===== src/sv/lruk_pkg.sv =====
`timescale 1ns / 1ps

package lruk_pkg;

    // Default sizes of the table.
    localparam int DEF_CAPACITY    = 16;
    localparam int DEF_KEY_WIDTH   = 32;
    localparam int DEF_VALUE_WIDTH = 32;

    // Widths of the stream fields.
    localparam int TYPE_W   = 3;
    localparam int FIELD_W  = 32;
    localparam int STATUS_W = 3;
    localparam int COUNT_W  = 5;

    // Request codes.
    localparam logic [TYPE_W-1:0] REQ_PUT    = 3'd0;
    localparam logic [TYPE_W-1:0] REQ_GET    = 3'd1;
    localparam logic [TYPE_W-1:0] REQ_REMOVE = 3'd2;
    localparam logic [TYPE_W-1:0] REQ_PEEK   = 3'd3;
    localparam logic [TYPE_W-1:0] REQ_MAKE   = 3'd4;

    // Status codes.
    localparam logic [STATUS_W-1:0] ST_OK        = 3'd0;
    localparam logic [STATUS_W-1:0] ST_NOT_FOUND = 3'd1;
    localparam logic [STATUS_W-1:0] ST_FULL      = 3'd2;
    localparam logic [STATUS_W-1:0] ST_DUP       = 3'd3;
    localparam logic [STATUS_W-1:0] ST_EMPTY     = 3'd4;

    // Commands from the controller to the datapath.
    typedef struct packed {
        logic load;     // capture a new request and clear the scan results
        logic clr_idx;  // restart the slot counter
        logic rd_en;    // read the slot at the counter and advance it
        logic scan;     // evaluate read data for match, free slot and eldest
        logic sweep;    // evaluate read data and write back the new rank
        logic commit;   // apply the request and load the result register
    } cmd_t;

    // Status from the datapath to the controller.
    typedef struct packed {
        logic idx_last;    // counter points at the last slot
        logic need_sweep;  // request hit and changes the ranks
        logic out_busy;    // result register still holds an untaken result
    } sts_t;

endpackage


===== src/sv/lruk_ctrl.sv =====
`timescale 1ns / 1ps

module lruk_ctrl
(
    input  logic          clk,
    input  logic          rst_n,
    input  logic          s_tvalid,
    output logic          s_tready,
    input  lruk_pkg::sts_t sts,
    output lruk_pkg::cmd_t cmd
);
    import lruk_pkg::*;

    typedef enum logic [2:0] {
        IDLE,
        SCAN,
        SCAN_END,
        DECIDE,
        SWEEP,
        SWEEP_END,
        FINISH
    } state_t;

    state_t state_reg;
    state_t state_next;

    // Next state.
    always_comb
    begin
        state_next = state_reg;
        case (state_reg)
            IDLE:
            begin
                if (s_tvalid)
                begin
                    state_next = SCAN;
                end
            end
            SCAN:
            begin
                if (sts.idx_last)
                begin
                    state_next = SCAN_END;
                end
            end
            SCAN_END:
            begin
                state_next = DECIDE;
            end
            DECIDE:
            begin
                state_next = sts.need_sweep ? SWEEP : FINISH;
            end
            SWEEP:
            begin
                if (sts.idx_last)
                begin
                    state_next = SWEEP_END;
                end
            end
            SWEEP_END:
            begin
                state_next = FINISH;
            end
            FINISH:
            begin
                if (!sts.out_busy)
                begin
                    state_next = IDLE;
                end
            end
            default:
            begin
                state_next = IDLE;
            end
        endcase
    end

    // State register.
    always_ff @(posedge clk or negedge rst_n)
    begin
        if (!rst_n)
        begin
            state_reg <= IDLE;
        end
        else
        begin
            state_reg <= state_next;
        end
    end

    // Commands decoded from the state.
    always_comb
    begin
        cmd         = '0;
        cmd.load    = (state_reg == IDLE) && s_tvalid;
        cmd.clr_idx = ((state_reg == IDLE) && s_tvalid) || (state_reg == DECIDE);
        cmd.rd_en   = (state_reg == SCAN) || (state_reg == SWEEP);
        cmd.scan    = (state_reg == SCAN) || (state_reg == SCAN_END);
        cmd.sweep   = (state_reg == SWEEP) || (state_reg == SWEEP_END);
        cmd.commit  = (state_reg == FINISH) && !sts.out_busy;
    end

    assign s_tready = (state_reg == IDLE);

endmodule


===== src/sv/lruk_datapath.sv =====
`timescale 1ns / 1ps

module lruk_datapath
#(
    parameter int CAPACITY    = lruk_pkg::DEF_CAPACITY,
    parameter int KEY_WIDTH   = lruk_pkg::DEF_KEY_WIDTH,
    parameter int VALUE_WIDTH = lruk_pkg::DEF_VALUE_WIDTH
)
(
    input  logic                            clk,
    input  logic                            rst_n,
    input  lruk_pkg::cmd_t                  cmd,
    output lruk_pkg::sts_t                  sts,
    input  logic [lruk_pkg::TYPE_W-1:0]     in_type,
    input  logic [lruk_pkg::FIELD_W-1:0]    in_key,
    input  logic [lruk_pkg::FIELD_W-1:0]    in_value,
    output logic                            out_valid,
    input  logic                            out_ready,
    output logic [lruk_pkg::STATUS_W-1:0]   out_status,
    output logic [lruk_pkg::FIELD_W-1:0]    out_key,
    output logic [lruk_pkg::FIELD_W-1:0]    out_value,
    output logic [lruk_pkg::COUNT_W-1:0]    out_count
);
    import lruk_pkg::*;

    localparam int IDXW = (CAPACITY > 1) ? $clog2(CAPACITY) : 1;
    localparam int CNTW = $clog2(CAPACITY + 1);
    localparam int KW   = KEY_WIDTH;
    localparam int VW   = VALUE_WIDTH;

    // Slot storage.
    logic [KW-1:0]   key_mem  [CAPACITY];
    logic [VW-1:0]   val_mem  [CAPACITY];
    logic [IDXW-1:0] rank_mem [CAPACITY];
    logic [CAPACITY-1:0] valid_reg;
    logic [CNTW-1:0]     count_reg;

    // Captured request.
    logic [TYPE_W-1:0] type_reg;
    logic [KW-1:0]     key_reg;
    logic [VW-1:0]     val_reg;

    // Slot counter and read pipeline.
    logic [IDXW-1:0] idx_reg;
    logic [IDXW-1:0] rd_idx_reg;
    logic            rd_vld_reg;
    logic [KW-1:0]   rd_key_reg;
    logic [VW-1:0]   rd_val_reg;
    logic [IDXW-1:0] rd_rank_reg;

    // Scan results.
    logic            found_reg;
    logic [IDXW-1:0] match_idx_reg;
    logic [IDXW-1:0] match_rank_reg;
    logic [VW-1:0]   match_val_reg;
    logic            free_found_reg;
    logic [IDXW-1:0] free_idx_reg;
    logic            eld_found_reg;
    logic [KW-1:0]   eld_key_reg;
    logic [VW-1:0]   eld_val_reg;

    // Result register.
    logic                out_valid_reg;
    logic [STATUS_W-1:0] out_status_reg;
    logic [FIELD_W-1:0]  out_key_reg;
    logic [FIELD_W-1:0]  out_value_reg;
    logic [COUNT_W-1:0]  out_count_reg;

    // Field width adaption: low bits of the field, zero-extended if the key is wider.
    logic [KW+FIELD_W-1:0] in_key_ext;
    logic [VW+FIELD_W-1:0] in_val_ext;
    assign in_key_ext = {{KW{1'b0}}, in_key};
    assign in_val_ext = {{VW{1'b0}}, in_value};

    // Evaluation of the slot that was read in the previous cycle.
    logic rd_slot_valid;
    logic scan_hit;
    logic sweep_act;
    assign rd_slot_valid = valid_reg[rd_idx_reg];
    assign scan_hit      = rd_vld_reg && cmd.scan;
    assign sweep_act     = rd_vld_reg && cmd.sweep && rd_slot_valid;

    // Rank rewrite during the sweep.
    logic [IDXW-1:0] newest_rank;
    logic [IDXW-1:0] sweep_rank;
    assign newest_rank = IDXW'(count_reg - CNTW'(1));

    always_comb
    begin
        sweep_rank = rd_rank_reg;
        if (rd_idx_reg == match_idx_reg)
        begin
            if (type_reg == REQ_GET)
            begin
                sweep_rank = newest_rank;
            end
            else if (type_reg == REQ_MAKE)
            begin
                sweep_rank = '0;
            end
        end
        else if (type_reg == REQ_MAKE)
        begin
            if (rd_rank_reg < match_rank_reg)
            begin
                sweep_rank = rd_rank_reg + IDXW'(1);
            end
        end
        else if (rd_rank_reg > match_rank_reg)
        begin
            sweep_rank = rd_rank_reg - IDXW'(1);
        end
    end

    // Outcome of the request at commit.
    logic [STATUS_W-1:0] res_status;
    logic [FIELD_W-1:0]  res_key;
    logic [FIELD_W-1:0]  res_value;
    logic                do_insert;
    logic                do_delete;
    logic [KW+FIELD_W-1:0] key_wide;
    logic [VW+FIELD_W-1:0] val_wide;
    logic [KW+FIELD_W-1:0] eld_key_wide;
    logic [VW+FIELD_W-1:0] eld_val_wide;
    assign key_wide     = {{FIELD_W{1'b0}}, key_reg};
    assign val_wide     = {{FIELD_W{1'b0}}, match_val_reg};
    assign eld_key_wide = {{FIELD_W{1'b0}}, eld_key_reg};
    assign eld_val_wide = {{FIELD_W{1'b0}}, eld_val_reg};

    always_comb
    begin
        res_status = ST_NOT_FOUND;
        res_key    = '0;
        res_value  = '0;
        do_insert  = 1'b0;
        do_delete  = 1'b0;
        case (type_reg)
            REQ_PUT:
            begin
                if (count_reg >= CNTW'(CAPACITY))
                begin
                    res_status = ST_FULL;
                end
                else if (found_reg)
                begin
                    res_status = ST_DUP;
                end
                else if (free_found_reg)
                begin
                    res_status = ST_OK;
                    do_insert  = 1'b1;
                end
                else
                begin
                    res_status = ST_FULL;
                end
            end
            REQ_GET:
            begin
                if (found_reg)
                begin
                    res_status = ST_OK;
                    res_key    = key_wide[FIELD_W-1:0];
                    res_value  = val_wide[FIELD_W-1:0];
                end
            end
            REQ_REMOVE:
            begin
                if (found_reg)
                begin
                    res_status = ST_OK;
                    do_delete  = 1'b1;
                end
            end
            REQ_PEEK:
            begin
                res_status = ST_EMPTY;
                if ((count_reg != '0) && eld_found_reg)
                begin
                    res_status = ST_OK;
                    res_key    = eld_key_wide[FIELD_W-1:0];
                    res_value  = eld_val_wide[FIELD_W-1:0];
                end
            end
            REQ_MAKE:
            begin
                if (found_reg)
                begin
                    res_status = ST_OK;
                end
            end
            default:
            begin
                res_status = ST_NOT_FOUND;
            end
        endcase
    end

    // Count after the request.
    logic [CNTW-1:0] count_after;
    always_comb
    begin
        count_after = count_reg;
        if (do_insert)
        begin
            count_after = count_reg + CNTW'(1);
        end
        else if (do_delete)
        begin
            count_after = count_reg - CNTW'(1);
        end
    end

    logic [CNTW+COUNT_W-1:0] count_wide;
    assign count_wide = {{COUNT_W{1'b0}}, count_after};

    // Slot memories: one read port at the counter, one write port.
    always_ff @(posedge clk)
    begin
        if (cmd.rd_en)
        begin
            rd_key_reg  <= key_mem[idx_reg];
            rd_val_reg  <= val_mem[idx_reg];
            rd_rank_reg <= rank_mem[idx_reg];
        end
        if (cmd.commit && do_insert)
        begin
            key_mem[free_idx_reg] <= key_reg;
            val_mem[free_idx_reg] <= val_reg;
        end
        if (sweep_act)
        begin
            rank_mem[rd_idx_reg] <= sweep_rank;
        end
        else if (cmd.commit && do_insert)
        begin
            rank_mem[free_idx_reg] <= IDXW'(count_reg);
        end
    end

    // Control state of the datapath.
    always_ff @(posedge clk or negedge rst_n)
    begin
        if (!rst_n)
        begin
            valid_reg     <= '0;
            count_reg     <= '0;
            idx_reg       <= '0;
            rd_vld_reg    <= 1'b0;
            out_valid_reg <= 1'b0;
        end
        else
        begin
            rd_vld_reg <= cmd.rd_en;
            if (cmd.clr_idx)
            begin
                idx_reg <= '0;
            end
            else if (cmd.rd_en && !sts.idx_last)
            begin
                idx_reg <= idx_reg + IDXW'(1);
            end
            if (cmd.commit)
            begin
                count_reg <= count_after;
                if (do_insert)
                begin
                    valid_reg[free_idx_reg] <= 1'b1;
                end
                if (do_delete)
                begin
                    valid_reg[match_idx_reg] <= 1'b0;
                end
            end
            if (cmd.commit)
            begin
                out_valid_reg <= 1'b1;
            end
            else if (out_ready)
            begin
                out_valid_reg <= 1'b0;
            end
        end
    end

    // Request capture, scan results and result payload.
    always_ff @(posedge clk)
    begin
        if (cmd.rd_en)
        begin
            rd_idx_reg <= idx_reg;
        end
        if (cmd.load)
        begin
            type_reg       <= in_type;
            key_reg        <= in_key_ext[KW-1:0];
            val_reg        <= in_val_ext[VW-1:0];
            found_reg      <= 1'b0;
            free_found_reg <= 1'b0;
            eld_found_reg  <= 1'b0;
        end
        else if (scan_hit)
        begin
            if (rd_slot_valid && !found_reg && (rd_key_reg == key_reg))
            begin
                found_reg      <= 1'b1;
                match_idx_reg  <= rd_idx_reg;
                match_rank_reg <= rd_rank_reg;
                match_val_reg  <= rd_val_reg;
            end
            if (!rd_slot_valid && !free_found_reg)
            begin
                free_found_reg <= 1'b1;
                free_idx_reg   <= rd_idx_reg;
            end
            if (rd_slot_valid && !eld_found_reg && (rd_rank_reg == '0))
            begin
                eld_found_reg <= 1'b1;
                eld_key_reg   <= rd_key_reg;
                eld_val_reg   <= rd_val_reg;
            end
        end
        if (cmd.commit)
        begin
            out_status_reg <= res_status;
            out_key_reg    <= res_key;
            out_value_reg  <= res_value;
            out_count_reg  <= count_wide[COUNT_W-1:0];
        end
    end

    // Status to the controller.
    always_comb
    begin
        sts            = '0;
        sts.idx_last   = (idx_reg == IDXW'(CAPACITY - 1));
        sts.need_sweep = found_reg && ((type_reg == REQ_GET) || (type_reg == REQ_REMOVE)
                                       || (type_reg == REQ_MAKE));
        sts.out_busy   = out_valid_reg && !out_ready;
    end

    assign out_valid  = out_valid_reg;
    assign out_status = out_status_reg;
    assign out_key    = out_key_reg;
    assign out_value  = out_value_reg;
    assign out_count  = out_count_reg;

endmodule


===== src/sv/lru_ordered_key_value_table_core.sv =====
`timescale 1ns / 1ps

// Channel  Direction  Handshake            Payload
// s        in         s_tvalid / s_tready  tdata: req_key, req_value; tuser: req_type
// m        out        m_tvalid / m_tready  tdata: out_key, out_value, entry_count; tuser: status
//
// One request at a time. Put, peek, misses and unused codes need one pass over the slots
// from transfer to result; a get, remove or make-eldest hit needs two, as there is
// a single slot read port: one pass to search the keys, one to rewrite ranks.
// Reset clears the valid bits and the entry count at once; the slot memories need no
// clearing. A result waits in the output register while the next request is taken;
// the request is held at its end until the previous result has been transferred.
module lru_ordered_key_value_table_core
#(
    parameter int CAPACITY    = lruk_pkg::DEF_CAPACITY,
    parameter int KEY_WIDTH   = lruk_pkg::DEF_KEY_WIDTH,
    parameter int VALUE_WIDTH = lruk_pkg::DEF_VALUE_WIDTH
)
(
    input  logic        clk,
    input  logic        rst_n,
    input  logic        s_tvalid,
    output logic        s_tready,
    input  logic [63:0] s_tdata,   // [31:0] req_key, [63:32] req_value
    input  logic [2:0]  s_tuser,   // [2:0] req_type
    output logic        m_tvalid,
    input  logic        m_tready,
    output logic [71:0] m_tdata,   // [31:0] out_key, [63:32] out_value, [68:64] entry_count
    output logic [2:0]  m_tuser    // [2:0] status
);
    import lruk_pkg::*;

    cmd_t cmd;
    sts_t sts;

    logic [FIELD_W-1:0] res_key;
    logic [FIELD_W-1:0] res_value;
    logic [COUNT_W-1:0] res_count;

    lruk_ctrl u_ctrl
    (
        .clk      (clk),
        .rst_n    (rst_n),
        .s_tvalid (s_tvalid),
        .s_tready (s_tready),
        .sts      (sts),
        .cmd      (cmd)
    );

    lruk_datapath
    #(
        .CAPACITY    (CAPACITY),
        .KEY_WIDTH   (KEY_WIDTH),
        .VALUE_WIDTH (VALUE_WIDTH)
    )
    u_datapath
    (
        .clk        (clk),
        .rst_n      (rst_n),
        .cmd        (cmd),
        .sts        (sts),
        .in_type    (s_tuser),
        .in_key     (s_tdata[31:0]),
        .in_value   (s_tdata[63:32]),
        .out_valid  (m_tvalid),
        .out_ready  (m_tready),
        .out_status (m_tuser),
        .out_key    (res_key),
        .out_value  (res_value),
        .out_count  (res_count)
    );

    // Pack the result fields, padded to whole bytes.
    assign m_tdata = {3'b000, res_count, res_value, res_key};

endmodule


===== config.mk =====
export PLATFORM = sky130hd
export DESIGN_NAME = lru_ordered_key_value_table_core
export DESIGN_NICKNAME = d
export VERILOG_FILES = /design/src/sv/lruk_pkg.sv /design/src/sv/lruk_ctrl.sv /design/src/sv/lruk_datapath.sv /design/src/sv/lru_ordered_key_value_table_core.sv
export SDC_FILE = /design/constraint.sdc
export NUM_CORES = 1
export LEC_CHECK = 0
export BUFFER_PORTS_ARGS = -buffer_cell sky130_fd_sc_hd__buf_2
export CORE_MARGIN = 2
export CORE_UTILIZATION = 32
export CTS_CLUSTER_SIZE = 20
export DETAILED_ROUTE_END_ITERATION = 8
export GPL_TIMING_DRIVEN = 0
export PLACE_DENSITY = 0.51
export SLEW_MARGIN = 20
export SYNTH_ARGS = -nofsm -noshare
export SYNTH_HDL_FRONTEND = slang
export SYNTH_SLANG_ARGS = --single-unit

===== constraint.sdc =====
create_clock -name clk -period 17.8 [get_ports clk]
set_clock_uncertainty 0.2 [all_clocks]
set_input_delay 4.45 -clock clk [delete_from_list [all_inputs] [get_ports clk]]
set_output_delay 4.45 -clock clk [all_outputs]
set_load 0.005 [all_outputs]

==> metrics.yaml, run 1 <==
finish:
  top_regs: "u_datapath.key_mem: 512 flops, u_datapath.val_mem: 512 flops, u_datapath.rank_mem: 64 flops"
  layout_common_cells: "edfxtp_1, mux4_2, buf_2"
  mostFrequentLayoutCell: "edfxtp_1"
  fin_cells: 5028
  multi_input_area_mm2: 0.0106
  antenna_cells: 0
  finish.utilization_pct: 38.7
  seqCellArea_mm2: 0.0431
  syn2layout_area_growth_pct: 19.9
  fin_nets: 2787
  nFillCells: 14800
  layout-drive-gt1-share_pct: 32.8
floorplanning:
  core_area_mm2: 0.168
  start_util_pct: 32.3
  die_w_um: 415
  num_io_pins: 148
  fp.dieArea_mm2: 0.172
  die_h_um: 415
  rows: 150
yosys:
  synth-compound-area-share_pct: 2.13
  syn_area_per_cell_um2: 23.8
  ys_types: 74
  async_flop_share_pct: 2.08
  synth_edf_count: 1407
  yosys.area_share.adder_pct: 0.254
  synth-simple-area-share_pct: 1.64
  ys.flop_type: "edfxtp_1"
  synthXorXnorAreaFrac_pct: 0.777
  synth_top_family_by_area: "multiplexers"
  synth_cells: 2279
  yosysSeqAreaShare_pct: 79.6
  ys_seq_elements: 1440
  synth_mux_area_share_pct: 14.4
  ys_warn_count: 0
  netlist_area_mm2: 0.0541
clock_network:
  clockBufferDepth: 3
  cts_tree: "built"
  post_cts_buffers: 0
  cts_made_buffers: 149
  clock-root-buffer: "clkbuf_16"
  clk_latency_ns: 0.78
  cts_hold_buf: 0
  cts_num_sinks: 1440
  cts_resized: 0
  htreeDepth: 4
  path_clk_slew_ns: 0.06
worst_setup_path:
  critical_path_class: "reg2out"
  start_kind: "register"
  crit_path_end_kind: "primary output"
  cp.required_ns: 13.15
  worst-endpoint-arrival_ns: 2.38
  crit_fanout: 10
timing:
  max-slew-margin-rel_pct: 22.1
  tightest_slew_ns: 1.17
  setup_tns_ns: 0
  layout_min_cycle_time_ns: 7.03
  hold_viol: 0
  setup-violations-final: 0
  rsz0062_at_grt: "false"
  fin_crit_sh_pct: 39.5
  max_clock_freq_mhz: 142
  slew_viol_final: 0
power_and_ir_drop:
  power_density_mw_per_mm2: 145
  worst_ir_drop_vdd_mv: 0.104
  p_leak_nw: 20.5
worst_hold_path:
  hold_class: "reg2reg"
global_route:
  gr-usage-all-layers_pct: 16.8
  grt_max_degree: 47
  antenna_found_initial: 4
  grt_pass1_wl_mm: 204
  grt_pass1_vias: 26900
  grt.overflow.total: 0
placed_design:
  gp_congestion: 0.780
  placed_cells: 4758
  dpl.hpwl_mm: 96.3
  io_buffers: 144
run_status:
  status: "completed"
drt:
  vias: 25700
  first_pass_iters: 6
  drt_iter0_drc: 2863
  drc: 0
  antenna_left: 0
  finalWirelength_mm: 145
  wl_per_cell_um: 28.9
  via_per_inst: 5.11
flow_run:
  maxCapViolCount: 0
## per-layer routing
metal / global-route usage (%) / vias up / share of wire (%)
li1: - / 10600 / -
met1: 22.0 / 13900 / 41
met2: 28.4 / 933 / 50
met3: 3.09 / 208 / 5.6
met4: 4.77 / 2 / 2.6
met5: 0 / - / 0.014
## power breakdown
part / internal, mW / switching, mW
Clock: 1.85 / 1.30
Sequential: 4.13 / 0.206
Combinational: 0.878 / 1.07
Total: 6.85 / 2.58
## synth_stat cells (4+ instances only)
cell type / instances / area (um2)
o31a_1: 4 / 35.0
buf_1: 7 / 26.3
a22o_1: 66 / 578
edfxtp_1: 1407 / 42300
dfrtp_1: 30 / 751
nor2_1: 51 / 191
xor2_1: 21 / 184
buf_4: 25 / 188
nand2_1: 26 / 97.6
o21ai_0: 10 / 50.1
nand2b_1: 6 / 37.5
mux2_2: 7 / 78.8
nor3_1: 12 / 60.1
xnor2_1: 27 / 236
ha_1: 11 / 138
clkbuf_1: 55 / 206
mux4_2: 342 / 7700
nand3_1: 5 / 25.0
nand4_1: 8 / 50.1
and3_1: 7 / 43.8
inv_1: 12 / 45.0
nor4_1: 7 / 43.8
buf_6: 11 / 124
buf_2: 12 / 60.1
a21oi_1: 15 / 75.1
a2bb2oi_1: 16 / 140
## worst paths after layout
check	start	endpoint	slack, ns	depth (start not counted)
setup / recovery	u_ctrl.state_reg[1]$_DFFE_PN0P_	s_tready	10.77	3
max in group asynchronous	rst_n	u_datapath.idx_reg[2]$_DFFE_PN0P_	13.39	1
hold reg to reg	u_datapath.rd_val_reg[30]$_DFFE_PP_	u_datapath.match_val_reg[30]$_DFFE_PP_	0.24	0
setup reg to reg	u_datapath.rd_idx_reg[2]$_DFFE_PP_	u_datapath.eld_key_reg[16]$_DFFE_PP_	13.52	12
hold / removal	u_datapath.rd_val_reg[30]$_DFFE_PP_	u_datapath.match_val_reg[30]$_DFFE_PP_	0.24	0
min in group asynchronous	rst_n	u_datapath.count_reg[4]$_DFFE_PN0N_	3.53	1
## cell families (layout without fill, tap and decap cells)
| kind of cell | Yosys count | in the layout |
|---|---|---|
| xor gates and xnor gates | 48 | 48 |
| adders and majority gates | 11 | 11 |
| buffers and inverters | 123 | 666 |
| muxes | 352 | 352 |
| AOI/OAI and AO/OA | 146 | 146 |
| DFF | 1440 | 1440 |
| other | 1 | 3 |
| and+or+nand+nor | 158 | 158 |
## worst max-delay path, cell delays in order (launching register included)
cell	delay (ns)
dfrtp_1	0.42
clkbuf_1	0.27
nor3_1	0.69
buf_2	0.24
## metrics by stage
step / total power [mW] / hold slack, ns / setup slack (ns) / instance area, um2
3_5_place_dp: 6.39 / 0.233 / 10.13 / 60000
5_1_grt: 9.78 / 0.253 / 10.67 / 64900
4_1_cts: 9.55 / 0.243 / 10.67 / 64900
3_3_place_gp: 6.30 / 0.225 / -0.313 / 57600
6_report: 9.43 / 0.237 / 10.77 / 64900
2_1_floorplan: 5.57 / 0.221 / 7.49 / 54100
## area by class of cell
type,instances,share of cell area (%)
Inverter,13,0.0906
Tap cell,2204,4.25
Multi-Input combinational cell,718,16.3
Clock inverter,81,1.48
Clock buffer,189,6.08
Timing Repair Buffer,273,4.49
Buffer,110,0.949
Sequential cell,1440,66.4
Note: power is estimated with default switching activity, not from simulation.
==> run 2: changes to the inputs <==
--- a/config.mk
+++ b/config.mk
@@ -5,6 +5,7 @@
 export SDC_FILE = /design/constraint.sdc
 export NUM_CORES = 1
 export LEC_CHECK = 0
+export ABC_AREA = 1
 export BUFFER_PORTS_ARGS = -buffer_cell sky130_fd_sc_hd__buf_2
 export CORE_MARGIN = 2
 export CORE_UTILIZATION = 32
==> constraint.sdc (replaced) <==
create_clock -name clk -period 6.75 [get_ports clk]
set_clock_uncertainty 0.2 [all_clocks]
set_input_delay 1.6875 -clock clk [delete_from_list [all_inputs] [get_ports clk]]
set_output_delay 1.6875 -clock clk [all_outputs]
set_load 0.005 [all_outputs]
==> run 2 against run 1 <==
- sequential power increased to 2.7 times the previous value
- count of clock-buffer cells in the layout unchanged
- combinational power increased to 3.2 times the previous value
- final area increased by 1.8%
- largest power group unchanged
- highest routed layer is now met4
==> metrics.yaml, run 2 <==
yosys:
  ys_types: 41
  ys_seq_elements: 1440
  synth_top_cell_area_share_pct: 75.9
  yosys-top-cells-area: "edfxtp_1, nor2_1, o21ai_0"
  yosys.area_share.adder_pct: 0.247
  yosysMostFrequentCell: "edfxtp_1"
  synth_top_area_cell: "edfxtp_1"
  synth_cells: 3882
  synth-compound-area-share_pct: 8.68
  yosysSeqAreaShare_pct: 77.3
  yosys-top-cells-count: "edfxtp_1, nor2_1, nand2_1, o21ai_0, clkbuf_1"
  synth_top_family_by_area: "compound AO/OA/AOI/OAI gates"
  synthXorXnorAreaFrac_pct: 0.330
  syn_area_per_cell_um2: 14.3
  synth_mux_area_share_pct: 2.09
  synth-simple-area-share_pct: 8.44
  netlist_area_mm2: 0.0557
  synth_edf_count: 1407
  ys_warn_count: 0
  async_flop_share_pct: 2.08
  ys.flop_type: "edfxtp_1"
timing:
  fin_crit_sh_pct: 56.5
  max_clock_freq_mhz: 262
  hold_viol: 0
  setup-violations-final: 0
  hold_ws_ns: 0.248
  max-slew-margin-rel_pct: 21.7
  layout_min_cycle_time_ns: 3.82
  rsz0062_at_grt: "false"
  slew_viol_final: 0
  tightest_slew_ns: 1.18
finish:
  seqCellArea_mm2: 0.0431
  syn2layout_area_growth_pct: 18.6
  layout_common_cells: "edfxtp_1, nor2_1, o21ai_0"
  multi_input_area_mm2: 0.0112
  fin_nets: 4334
  finish.utilization_pct: 38.1
  mostFrequentLayoutCell: "edfxtp_1"
  top_regs: "u_datapath.key_mem: 512 flops, u_datapath.val_mem: 512 flops, u_datapath.rank_mem: 64 flops"
  fin_cells: 6710
  nFillCells: 16400
  layout-drive-gt1-share_pct: 12.2
global_route:
  grt_pass1_vias: 33900
  grt_max_degree: 43
  antenna_found_initial: 4
  gr-usage-all-layers_pct: 19.3
  grt_pass1_wl_mm: 247
  grt.overflow.total: 0
clock_network:
  cts_resized: 0
  cts_made_buffers: 155
  cts_tree: "built"
  htreeDepth: 4
  cts_hold_buf: 0
  clk_latency_ns: 0.81
  post_cts_buffers: 0
  cts_num_sinks: 1440
  path_clk_slew_ns: 0.06
  clock-root-buffer: "clkbuf_16"
  clockBufferDepth: 3
placed_design:
  dpl.hpwl_mm: 118
  gp_congestion: 0.826
  io_buffers: 144
  placed_cells: 6420
power_and_ir_drop:
  power_mw: 26.3
  power_density_mw_per_mm2: 397
  p_leak_nw: 21.6
  worst_ir_drop_vdd_mv: 0.242
floorplanning:
  rows: 153
  die_w_um: 421
  die_h_um: 421
  fp.dieArea_mm2: 0.177
  num_io_pins: 148
  core_area_mm2: 0.173
  start_util_pct: 32.1
worst_setup_path:
  worst-endpoint-arrival_ns: 4.09
  slowest_stage: "clkbuf_1"
  crit_chain: "clkbuf_1 > inv_1 > clkbuf_1 > clkbuf_1 > o221ai_1 > nand3_1 > nand3_1"
  critical_path_class: "reg2reg"
  start_kind: "register"
  crit_path_end_kind: "register"
  crit_fanout: 10
  cp.required_ns: 7.02
  cpMostUsedCell: "clkbuf_1"
  cpPeakStageDelay_ns: 0.80
drt:
  vias: 34500
  finalWirelength_mm: 175
  via_per_inst: 5.14
  first_pass_iters: 5
  drt_iter0_drc: 4075
  wl_per_cell_um: 26.0
  antenna_left: 0
  drc: 0
flow_run:
  maxCapViolCount: 0
worst_hold_path:
  hold_class: "reg2reg"
run_status:
  status: "completed"
run 2: final timing paths:
path / endpoint / slack (ns) / from / cells after the start
setup / recovery: u_datapath.rd_key_reg[4]$_DFFE_PP_ / 2.93 / u_datapath.idx_reg[2]$_DFFE_PN0P_ / 7
hold / removal: u_datapath.eld_val_reg[12]$_DFFE_PP_ / 0.25 / u_datapath.rd_val_reg[12]$_DFFE_PP_ / 0
setup reg to reg: u_datapath.rd_key_reg[4]$_DFFE_PP_ / 2.93 / u_datapath.idx_reg[2]$_DFFE_PN0P_ / 7
hold reg to reg: u_datapath.eld_val_reg[12]$_DFFE_PP_ / 0.25 / u_datapath.rd_val_reg[12]$_DFFE_PP_ / 0
max in group asynchronous: u_datapath.valid_reg[0]$_DFFE_PN0N_ / 5.07 / rst_n / 1
min in group asynchronous: u_datapath.count_reg[3]$_DFFE_PN0N_ / 0.77 / rst_n / 1
run 2: kinds of logic after synthesis:
family / Yosys count
xor+xnor: 21
mux: 116
fa+ha+maj: 11
other cells: 1
simple gates: 1172
flops: 1440
compound gates: 730
buf+inv: 391
run 2: per-stage QoR:
| step | worst slack (ns) | area [um2] | TNS (ns) |
|---|---|---|---|
| floorplan | 0.0591 | 55700 | 0 |
| global placement | -8.21 | 59300 | -3484.06 |
| detailed placement | 2.20 | 61000 | 0 |
| CTS | 2.97 | 66000 | 0 |
| global route | 2.85 | 66000 | 0 |
| finish | 2.93 | 66100 | 0 |
run 2: worst max-delay path: cells and delay by family (launching register included):
kind                   cells  cell delay, ns
flip-flops                 1            0.41
buffers and inverters      4            2.18
AND/OR/NAND/NOR            2            0.40
AO/OA/AOI/OAI              1            0.28
run 2: routing by layer:
metal  wire [um]  vias up  GRT usage [%]
li1            -    15300              -
met1       74600    17600           26.1
met2       81300     1346           30.8
met3       11900      288           3.61
met4        7000        0           7.53
met5           0        -              0
run 2: layout make-up:
| cell class | count | area share, % |
|---|---|---|
| Antenna cell | 4 | 0.0152 |
| Buffer | 235 | 1.55 |
| Clock buffer | 189 | 6.13 |
| Clock inverter | 97 | 1.48 |
| Inverter | 156 | 0.902 |
| Multi-Input combinational cell | 2053 | 16.9 |
| Sequential cell | 1440 | 65.2 |
| Tap cell | 2325 | 4.40 |
| Timing Repair Buffer | 211 | 3.42 |
run 2: report_power, final:
| group | total [mW] | internal, mW | switching, mW | leakage, nW |
|---|---|---|---|---|
| clock network | 8.51 | 4.90 | 3.61 | 2.45 |
| registers | 11.5 | 10.9 | 0.641 | 13.1 |
| logic | 6.21 | 1.66 | 4.55 | 6.04 |
| total | 26.3 | 17.5 | 8.80 | 21.6 |
